$ cat src/rtl/dcbn_pkg.sv
// Shared constants, register indexes and types for the DC blocker and notch filter.
// Used by every module under rtl/; depends on nothing else.
package dcbn_pkg;

    // Field and datapath widths
    localparam int IN_W           = 12;
    localparam int OUT_W          = 16;
    localparam int COEF_W         = 16;
    localparam int DC_SHIFT_W     = 4;
    localparam int ACC_W          = 32;
    localparam int CFG_ADDR_W     = 3;
    localparam int CFG_DATA_W     = 16;

    // Fixed-point positions
    localparam int COEF_FRAC_BITS = 13;
    localparam int DC_UP_SHIFT    = 16;
    localparam int DC_DOWN_SHIFT  = 12;
    localparam int HP_W           = ACC_W - DC_DOWN_SHIFT;

    // Register indexes
    localparam logic [CFG_ADDR_W-1:0] REG_COEF_B0  = 3'd0;
    localparam logic [CFG_ADDR_W-1:0] REG_COEF_B1  = 3'd1;
    localparam logic [CFG_ADDR_W-1:0] REG_COEF_B2  = 3'd2;
    localparam logic [CFG_ADDR_W-1:0] REG_COEF_A2  = 3'd3;
    localparam logic [CFG_ADDR_W-1:0] REG_DC_SHIFT = 3'd4;

    // Reset values: the 3 dB notch set
    localparam logic signed [COEF_W-1:0]     COEF_B0_RST  = 16'sd8125;
    localparam logic signed [COEF_W-1:0]     COEF_B1_RST  = -16'sd14718;
    localparam logic signed [COEF_W-1:0]     COEF_B2_RST  = 16'sd7805;
    localparam logic signed [COEF_W-1:0]     COEF_A2_RST  = 16'sd7739;
    localparam logic        [DC_SHIFT_W-1:0] DC_SHIFT_RST = 4'd4;

    // Symmetric output limits
    localparam logic signed [ACC_W-1:0] OUT_MAX = 32'sd32767;
    localparam logic signed [ACC_W-1:0] OUT_MIN = -32'sd32767;

    typedef struct packed {
        logic signed [COEF_W-1:0]     b0;
        logic signed [COEF_W-1:0]     b1;
        logic signed [COEF_W-1:0]     b2;
        logic signed [COEF_W-1:0]     a2;
        logic        [DC_SHIFT_W-1:0] dc_shift;
    } cfg_t;

endpackage

$ cat src/rtl/dc_block_biquad_notch_filter_unit.sv
// Top level of the DC blocker and biquad notch filter.
// Depends on dcbn_pkg, dcbn_cfg_regs, dcbn_dc_stage and dcbn_notch_stage.
//
// One unsigned 12-bit converter sample in, one clamped 16-bit two's complement
// sample out per transaction, at a sustained rate of one sample per clock while
// out_ready stays high. A sample crosses two register stages: the DC blocker
// (accumulator update and high-pass register), then the notch (four parallel
// 16x32 multiplies, a sum and a Q13 shift, all combinational because the output
// history feeds straight back), whose result lands in the output register.
// The combinational notch recursion sets the clock limit. Each stage holds its
// data while stalled, so back-pressure on the output never drops or repeats a
// sample. Coefficients and the DC shift come up as the 3 dB notch set and are
// written through cfg_wr_en/cfg_addr/cfg_wdata; write them only while the
// filter holds no sample in flight.
module dc_block_biquad_notch_filter_unit (
    input  logic                                  clk,
    input  logic                                  rst_n,
    input  logic                                  cfg_wr_en,
    input  logic [dcbn_pkg::CFG_ADDR_W-1:0]       cfg_addr,
    input  logic [dcbn_pkg::CFG_DATA_W-1:0]       cfg_wdata,
    input  logic                                  in_valid,
    output logic                                  in_ready,
    input  logic [dcbn_pkg::IN_W-1:0]             in_sample,
    output logic                                  out_valid,
    input  logic                                  out_ready,
    output logic signed [dcbn_pkg::OUT_W-1:0]     out_sample
);

    dcbn_pkg::cfg_t                     cfg;
    logic                               hp_valid;
    logic                               hp_ready;
    logic signed [dcbn_pkg::HP_W-1:0]   hp_data;

    // Register bank
    dcbn_cfg_regs u_cfg_regs (
        .clk       (clk),
        .rst_n     (rst_n),
        .cfg_wr_en (cfg_wr_en),
        .cfg_addr  (cfg_addr),
        .cfg_wdata (cfg_wdata),
        .cfg       (cfg)
    );

    // DC blocker stage
    dcbn_dc_stage u_dc_stage (
        .clk       (clk),
        .rst_n     (rst_n),
        .dc_shift  (cfg.dc_shift),
        .in_valid  (in_valid),
        .in_ready  (in_ready),
        .in_sample (in_sample),
        .hp_valid  (hp_valid),
        .hp_ready  (hp_ready),
        .hp_data   (hp_data)
    );

    // Notch stage with output register
    dcbn_notch_stage u_notch_stage (
        .clk        (clk),
        .rst_n      (rst_n),
        .cfg        (cfg),
        .hp_valid   (hp_valid),
        .hp_ready   (hp_ready),
        .hp_data    (hp_data),
        .out_valid  (out_valid),
        .out_ready  (out_ready),
        .out_sample (out_sample)
    );

endmodule

$ cat src/rtl/dcbn_cfg_regs.sv
// Configuration register bank: coefficients and DC blocker shift.
// Depends on dcbn_pkg.
module dcbn_cfg_regs (
    input  logic                             clk,
    input  logic                             rst_n,
    input  logic                             cfg_wr_en,
    input  logic [dcbn_pkg::CFG_ADDR_W-1:0]  cfg_addr,
    input  logic [dcbn_pkg::CFG_DATA_W-1:0]  cfg_wdata,
    output dcbn_pkg::cfg_t                   cfg
);

    dcbn_pkg::cfg_t cfg_reg;
    dcbn_pkg::cfg_t cfg_next;

    // Decode the write; unknown indexes leave the bank unchanged
    always_comb
    begin
        cfg_next = cfg_reg;
        if (cfg_wr_en)
        begin
            case (cfg_addr)
                dcbn_pkg::REG_COEF_B0:  cfg_next.b0 = cfg_wdata;
                dcbn_pkg::REG_COEF_B1:  cfg_next.b1 = cfg_wdata;
                dcbn_pkg::REG_COEF_B2:  cfg_next.b2 = cfg_wdata;
                dcbn_pkg::REG_COEF_A2:  cfg_next.a2 = cfg_wdata;
                dcbn_pkg::REG_DC_SHIFT:
                    cfg_next.dc_shift = cfg_wdata[dcbn_pkg::DC_SHIFT_W-1:0];
                default: ;
            endcase
        end
    end

    always_ff @(posedge clk or negedge rst_n)
    begin
        if (!rst_n)
        begin
            cfg_reg.b0       <= dcbn_pkg::COEF_B0_RST;
            cfg_reg.b1       <= dcbn_pkg::COEF_B1_RST;
            cfg_reg.b2       <= dcbn_pkg::COEF_B2_RST;
            cfg_reg.a2       <= dcbn_pkg::COEF_A2_RST;
            cfg_reg.dc_shift <= dcbn_pkg::DC_SHIFT_RST;
        end
        else
        begin
            cfg_reg <= cfg_next;
        end
    end

    assign cfg = cfg_reg;

endmodule

$ cat src/rtl/dcbn_dc_stage.sv
// First pipeline stage: DC blocker with its running accumulator and the high-pass register.
// Depends on dcbn_pkg.
module dcbn_dc_stage (
    input  logic                                  clk,
    input  logic                                  rst_n,
    input  logic [dcbn_pkg::DC_SHIFT_W-1:0]       dc_shift,
    input  logic                                  in_valid,
    output logic                                  in_ready,
    input  logic [dcbn_pkg::IN_W-1:0]             in_sample,
    output logic                                  hp_valid,
    input  logic                                  hp_ready,
    output logic signed [dcbn_pkg::HP_W-1:0]      hp_data
);

    logic                                   hp_vld_reg;
    logic                                   hp_vld_next;
    logic signed [dcbn_pkg::HP_W-1:0]       hp_reg;
    logic signed [dcbn_pkg::ACC_W-1:0]      dc_accum_reg;
    logic signed [dcbn_pkg::ACC_W-1:0]      dc_accum_next;
    logic signed [dcbn_pkg::IN_W-1:0]       x_ctr;
    logic signed [dcbn_pkg::ACC_W-1:0]      x_up;
    logic signed [dcbn_pkg::ACC_W-1:0]      diff;
    logic signed [dcbn_pkg::ACC_W-1:0]      hp_wide;
    logic                                   accept;

    // Take a new transaction when the stage is empty or drains this cycle
    assign in_ready = !hp_vld_reg || hp_ready;
    assign accept   = in_valid && in_ready;

    // Remove the midpoint (flip the top bit), scale up, subtract the running DC estimate
    always_comb
    begin
        x_ctr         = {~in_sample[dcbn_pkg::IN_W-1], in_sample[dcbn_pkg::IN_W-2:0]};
        x_up          = dcbn_pkg::ACC_W'(x_ctr) <<< dcbn_pkg::DC_UP_SHIFT;
        diff          = x_up - dc_accum_reg;
        dc_accum_next = dc_accum_reg + (diff >>> dc_shift);
        hp_wide       = diff >>> dcbn_pkg::DC_DOWN_SHIFT;
    end

    // Hold the valid flag until the notch stage takes the sample
    always_comb
    begin
        if (accept)
            hp_vld_next = 1'b1;
        else if (hp_ready)
            hp_vld_next = 1'b0;
        else
            hp_vld_next = hp_vld_reg;
    end

    always_ff @(posedge clk or negedge rst_n)
    begin
        if (!rst_n)
        begin
            hp_vld_reg   <= 1'b0;
            dc_accum_reg <= '0;
        end
        else
        begin
            hp_vld_reg <= hp_vld_next;
            if (accept)
                dc_accum_reg <= dc_accum_next;
        end
    end

    // High-pass sample register
    always_ff @(posedge clk)
    begin
        if (accept)
            hp_reg <= hp_wide[dcbn_pkg::HP_W-1:0];
    end

    assign hp_valid = hp_vld_reg;
    assign hp_data  = hp_reg;

endmodule

$ cat src/rtl/dcbn_notch_stage.sv
// Second pipeline stage: Q13 biquad notch with its histories, output clamp and output register.
// Depends on dcbn_pkg.
module dcbn_notch_stage (
    input  logic                                  clk,
    input  logic                                  rst_n,
    input  dcbn_pkg::cfg_t                        cfg,
    input  logic                                  hp_valid,
    output logic                                  hp_ready,
    input  logic signed [dcbn_pkg::HP_W-1:0]      hp_data,
    output logic                                  out_valid,
    input  logic                                  out_ready,
    output logic signed [dcbn_pkg::OUT_W-1:0]     out_sample
);

    logic                                   out_vld_reg;
    logic                                   out_vld_next;
    logic signed [dcbn_pkg::OUT_W-1:0]      out_sample_reg;
    logic signed [dcbn_pkg::HP_W-1:0]       hp_hist_one_reg;
    logic signed [dcbn_pkg::HP_W-1:0]       hp_hist_two_reg;
    logic signed [dcbn_pkg::ACC_W-1:0]      notch_hist_one_reg;
    logic signed [dcbn_pkg::ACC_W-1:0]      notch_hist_two_reg;
    logic signed [dcbn_pkg::ACC_W-1:0]      h0;
    logic signed [dcbn_pkg::ACC_W-1:0]      fb;
    logic signed [dcbn_pkg::ACC_W-1:0]      h2;
    logic signed [dcbn_pkg::ACC_W-1:0]      p0;
    logic signed [dcbn_pkg::ACC_W-1:0]      p1;
    logic signed [dcbn_pkg::ACC_W-1:0]      p2;
    logic signed [dcbn_pkg::ACC_W-1:0]      p3;
    logic signed [dcbn_pkg::ACC_W-1:0]      acc;
    logic signed [dcbn_pkg::ACC_W-1:0]      y;
    logic signed [dcbn_pkg::OUT_W-1:0]      y_clamped;
    logic                                   advance;

    // Move a sample in when the output register is empty or being taken
    assign hp_ready = !out_vld_reg || out_ready;
    assign advance  = hp_valid && hp_ready;

    // Four parallel products, all wrapping at 32 bits
    always_comb
    begin
        h0  = dcbn_pkg::ACC_W'(hp_data);
        fb  = dcbn_pkg::ACC_W'(hp_hist_one_reg) - notch_hist_one_reg;
        h2  = dcbn_pkg::ACC_W'(hp_hist_two_reg);
        p0  = h0 * dcbn_pkg::ACC_W'($signed(cfg.b0));
        p1  = fb * dcbn_pkg::ACC_W'($signed(cfg.b1));
        p2  = h2 * dcbn_pkg::ACC_W'($signed(cfg.b2));
        p3  = notch_hist_two_reg * dcbn_pkg::ACC_W'($signed(cfg.a2));
        acc = p0 + p1 + p2 - p3;
        y   = acc >>> dcbn_pkg::COEF_FRAC_BITS;
    end

    // Clamp symmetrically; the history keeps the unclamped value
    always_comb
    begin
        if (y > dcbn_pkg::OUT_MAX)
            y_clamped = dcbn_pkg::OUT_MAX[dcbn_pkg::OUT_W-1:0];
        else if (y < dcbn_pkg::OUT_MIN)
            y_clamped = dcbn_pkg::OUT_MIN[dcbn_pkg::OUT_W-1:0];
        else
            y_clamped = y[dcbn_pkg::OUT_W-1:0];
    end

    // Hold the result until the consumer takes it
    always_comb
    begin
        if (advance)
            out_vld_next = 1'b1;
        else if (out_ready)
            out_vld_next = 1'b0;
        else
            out_vld_next = out_vld_reg;
    end

    always_ff @(posedge clk or negedge rst_n)
    begin
        if (!rst_n)
        begin
            out_vld_reg        <= 1'b0;
            hp_hist_one_reg    <= '0;
            hp_hist_two_reg    <= '0;
            notch_hist_one_reg <= '0;
            notch_hist_two_reg <= '0;
        end
        else
        begin
            out_vld_reg <= out_vld_next;
            if (advance)
            begin
                hp_hist_two_reg    <= hp_hist_one_reg;
                hp_hist_one_reg    <= hp_data;
                notch_hist_two_reg <= notch_hist_one_reg;
                notch_hist_one_reg <= y;
            end
        end
    end

    // Output data register
    always_ff @(posedge clk)
    begin
        if (advance)
            out_sample_reg <= y_clamped;
    end

    assign out_valid  = out_vld_reg;
    assign out_sample = out_sample_reg;

endmodule
$ cat config.mk
export PLATFORM = sky130hd
export DESIGN_NAME = dc_block_biquad_notch_filter_unit
export DESIGN_NICKNAME = d
export VERILOG_FILES = /design/src/rtl/dcbn_pkg.sv /design/src/rtl/dc_block_biquad_notch_filter_unit.sv /design/src/rtl/dcbn_cfg_regs.sv /design/src/rtl/dcbn_dc_stage.sv /design/src/rtl/dcbn_notch_stage.sv
export SDC_FILE = /design/constraint.sdc
export NUM_CORES = 2
export LEC_CHECK = 0
export ABC_AREA = 1
export ABC_CLOCK_PERIOD_IN_PS = 20300
export BUFFER_PORTS_ARGS = -buffer_cell sky130_fd_sc_hd__buf_4
export CORE_UTILIZATION = 65
export DETAILED_ROUTE_END_ITERATION = 6
export GPL_ROUTABILITY_DRIVEN = 0
export MAX_ROUTING_LAYER = met4
export PLACE_DENSITY = 0.82
export SETUP_SLACK_MARGIN = 0.02
export SLEW_MARGIN = 20
export SYNTH_ARGS = -nofsm -noshare
export SYNTH_HDL_FRONTEND = slang
export SYNTH_SLANG_ARGS = --single-unit
$ cat constraint.sdc
create_clock -name clk -period 20.3 [get_ports clk]
set_input_delay 0 -clock clk [delete_from_list [all_inputs] [get_ports clk]]
set_output_delay 0 -clock clk [all_outputs]
set_load 0.02 [all_outputs]
==> metrics.md <==
| Metric | Value |
|---|---|
| Most used DFF post-synth | dfrtp_1 |
| Element type at the critical path end | flip-flop |
| Max-slew headroom | 22.54% |
| Largest net degree at the start of global routing | 108 |
| First-pass iteration count of the detailed router | 7 |
| Worst EP arrival | 11.77 ns |
| Worst-Skew Late Latency | 0.65 ns |
| Largest register FFs | 68 |
| First-pass GRT wire length | 259000 µm |
| Max Root-Sink Buffers | 3 |
| DRC Markers | 4 |
| Final setup fails | 0 |
| Via Count | 45261 |
| WL final | 163000 µm |
| Io pins | 54 |
| Congestion Overflow GR | 0 |
| Post-CTS Resized | 0 |
| Met2 WL | 73060 µm |
| DIE AREA | 88160 µm² |
| Skew final | 0.04829 ns |
| Critical Path Source | u_notch_stage.notch_hist_one_reg[0] |
| Area growth from synthesis to layout | 3.926% |
| CP required | 20.69 ns |
| Count leader, synth | inv_1 |
| Cells after Synth | 6769 |
| # H-tree levels | 1 |
| Total GRT Usage | 39.44% |
| Mapped Avg Cell Area | 8.352 µm² |
| Post-synth top area share | 46.74% |
| Clock root buffer | clkbuf_16 |
| Post-synth cell types | 59 |
| Share of cells above drive strength 1 | 4.013% |
| Syn Nets | 8451 |
| Row count | 107 |
| Ranking of synthesized cells by area | fa_1, inv_1, nand2_1 |
| CP Launch Type | flip-flop |
| HP Class | primary input to flip-flop |
| Max frequency | 87.91 MHz |
| CORE AREA | 85680 µm² |
| RSZ-0062 raised after global routing | false |
| Final min period | 11.38 ns |
| CTS clock-pin slew for the worst setup and hold paths | 0.06 ns |
| Num CTS Buffers | 29 |
| Drt initial violations | 4891 |
| Chip height | 296.9 µm |
| Min-delay src | cfg_addr[0] |
| TritonCTS clock tree | done |
| Failing checks | design-rule violations |
| Status | finished with violations |
| Synthesized area | 56530 µm² |
| Crit path max fanout | 15 |
| Final Net Count | 8288 |
| Max Cap Viol | 0 |
| Initial Util | 65.98% |
| Port Buffers | 53 |
| Antenna violations before repair | 6 |
| Routed length on met3 | 23030 µm |
| Final Hold Fails | 0 |
| WL per Instance | 20.93 µm |
| Fin Setup TNS | 0 ns |
| Max incr delay on CP | 0.58 ns |
| Highest routed layer | met4 |
| Post-synth EDFFs | 36 |
| Synth top cells by count | inv_1, nand2_1, fa_1 |
| Reg-to-Reg Start | u_notch_stage.notch_hist_one_reg[0] |
| Max Slew Vio Count | 0 |
| Worst Path Class, Setup | flip-flop to flip-flop |
| Fraction of registers with async set/reset | 83.33% |
| DRT antenna net count | 0 |
| Width of the die | 296.9 µm |
| Tightest Pin Transition | 1.162 ns |
| Vias per cell | 5.812 |
| Slowest CP cell | xor2_1 |
| Register bit total from synthesis | 216 |
| Sink Count | 216 |
| Detailed placement HPWL | 136700 µm |
| DRT met1 WL | 56910 µm |
| Most used cell, CP | fa_1 |
| Yosys top cell by area | fa_1 |
| Sequential-to-total area share from yosys stat | 9.961% |
| Fin crit share | 56.03% |
| Yosys warning count | 0 |
| Vias in the first global route | 47960 |
## worst paths after layout
path,endpoint,slack (ns),cells after the start
max,u_notch_stage.out_sample[5],8.92,37
min,u_cfg_regs.cfg[37],0.02,5
max reg2reg,u_notch_stage.out_sample[5],8.92,37
min reg2reg,u_notch_stage.notch_hist_one_reg[13],0.51,2
max in group asynchronous,u_cfg_regs.cfg[49],17.93,5
min in group asynchronous,u_cfg_regs.cfg[36],0.41,3
## cell type report
class / instances / area, µm²
sequential: 216 / 5632
tap: 1144 / 1431
multi-input combinational: 4455 / 42990
fill: 6539 / 26930
clock buffer: 38 / 874.6
timing repair buffer: 106 / 892.1
clock inverter: 16 / 151.4
inverter: 1798 / 6749
antenna: 15 / 37.54
## repair_timing
| item | in CTS | in global routing |
|---|---|---|
| hold buffers | 29 | 0 |
| endpoints found under the hold margin | 163 | 0 |
| buffers inserted | 0 | 0 |
## cell families (layout without fill, tap and decap cells)
| kind of cell | count (synthesis) | after routing | share of synthesized area, % |
|---|---|---|---|
| xor+xnor | 113 | 113 | 1.810 |
| simple gates | 2252 | 2252 | 15.97 |
| fa+ha+maj | 1646 | 1646 | 53.96 |
| other cells | 0 | 15 | 0 |
| buf+inv | 2098 | 1958 | 14.03 |
| flops | 216 | 216 | 9.961 |
| compound gates | 441 | 441 | 4.212 |
| mux | 3 | 3 | 0.05312 |
## worst max-delay path: cells and delay by family (launching register included)
family                     cells  cell delay [ns]
and+or+nand+nor               14             1.88
adders and majority gates     13             6.16
DFF                            1             0.39
AOI/OAI and AO/OA              5             1.27
xor gates and xnor gates       2             0.86
buffers and inverters          3             0.55
## per-stage QoR
stage / cell area (µm²) / util, % / instances / setup WS (ns) / hold WS (ns)
4_1_cts: 58710 / 68.52 / 7773 / 9.192 / 0.009784
3_5_place_dp: 57380 / 66.97 / 7690 / 9.264 / 0.06091
6_report: 58750 / 68.57 / 7788 / 8.925 / 0.02424
3_3_place_gp: 57370 / 66.96 / 7690 / 9.464 / 0.05511
5_1_grt: 58750 / 68.57 / 7787 / 8.508 / 0.08202
2_1_floorplan: 56530 / - / 6769 / 10.50 / -0.2956
## layer usage
layer / up-vias / track usage [%]
met5: - / -
met4: 0 / 19.21
met3: 719 / 11.65
met2: 2859 / 59.34
met1: 22615 / 48.96
li1: 19068 / -
## cells in the final DEF, fill, tap and decap left out, types with 4 or more instances in the layout
cell           synthesis  final
nand3_1              134    133
nor3_1                 8      8
nand2_2               23     25
xor2_1                65     65
dlygate4sd3_1          0     28
inv_1               1771   1771
diode_2                0     15
ha_1                 326    326
clkinvlp_4             0      5
nor4_1                 6      6
xnor2_1               45     45
inv_2                 10     11
nor2_2                 4      4
nand4_1               20     20
nand2_1             1692   1689
nand3b_1               8      8
o21ai_0              254    254
buf_4                  4     76
o21bai_1               9      9
or2_2                 32     32
a21oi_1              108    108
clkbuf_8               0      4
nor2_1               300    300
o211ai_1               6      6
clkbuf_16              0     33
a31oi_1               14     14
edfxtp_1              36     36
nand2_4                6      7
nand3_2                4      5
a221oi_1               6      6
dfrtp_1              143    143
o21ai_1               12     12
clkinv_2               0      4
clkinv_1              17     16
a21o_1                12     12
dfstp_2               37     37
fa_1                1320   1320
Power is left out: the tool's default activity adds up to more than one toggle a clock period on the data nets, which glitch-free logic cannot reach.
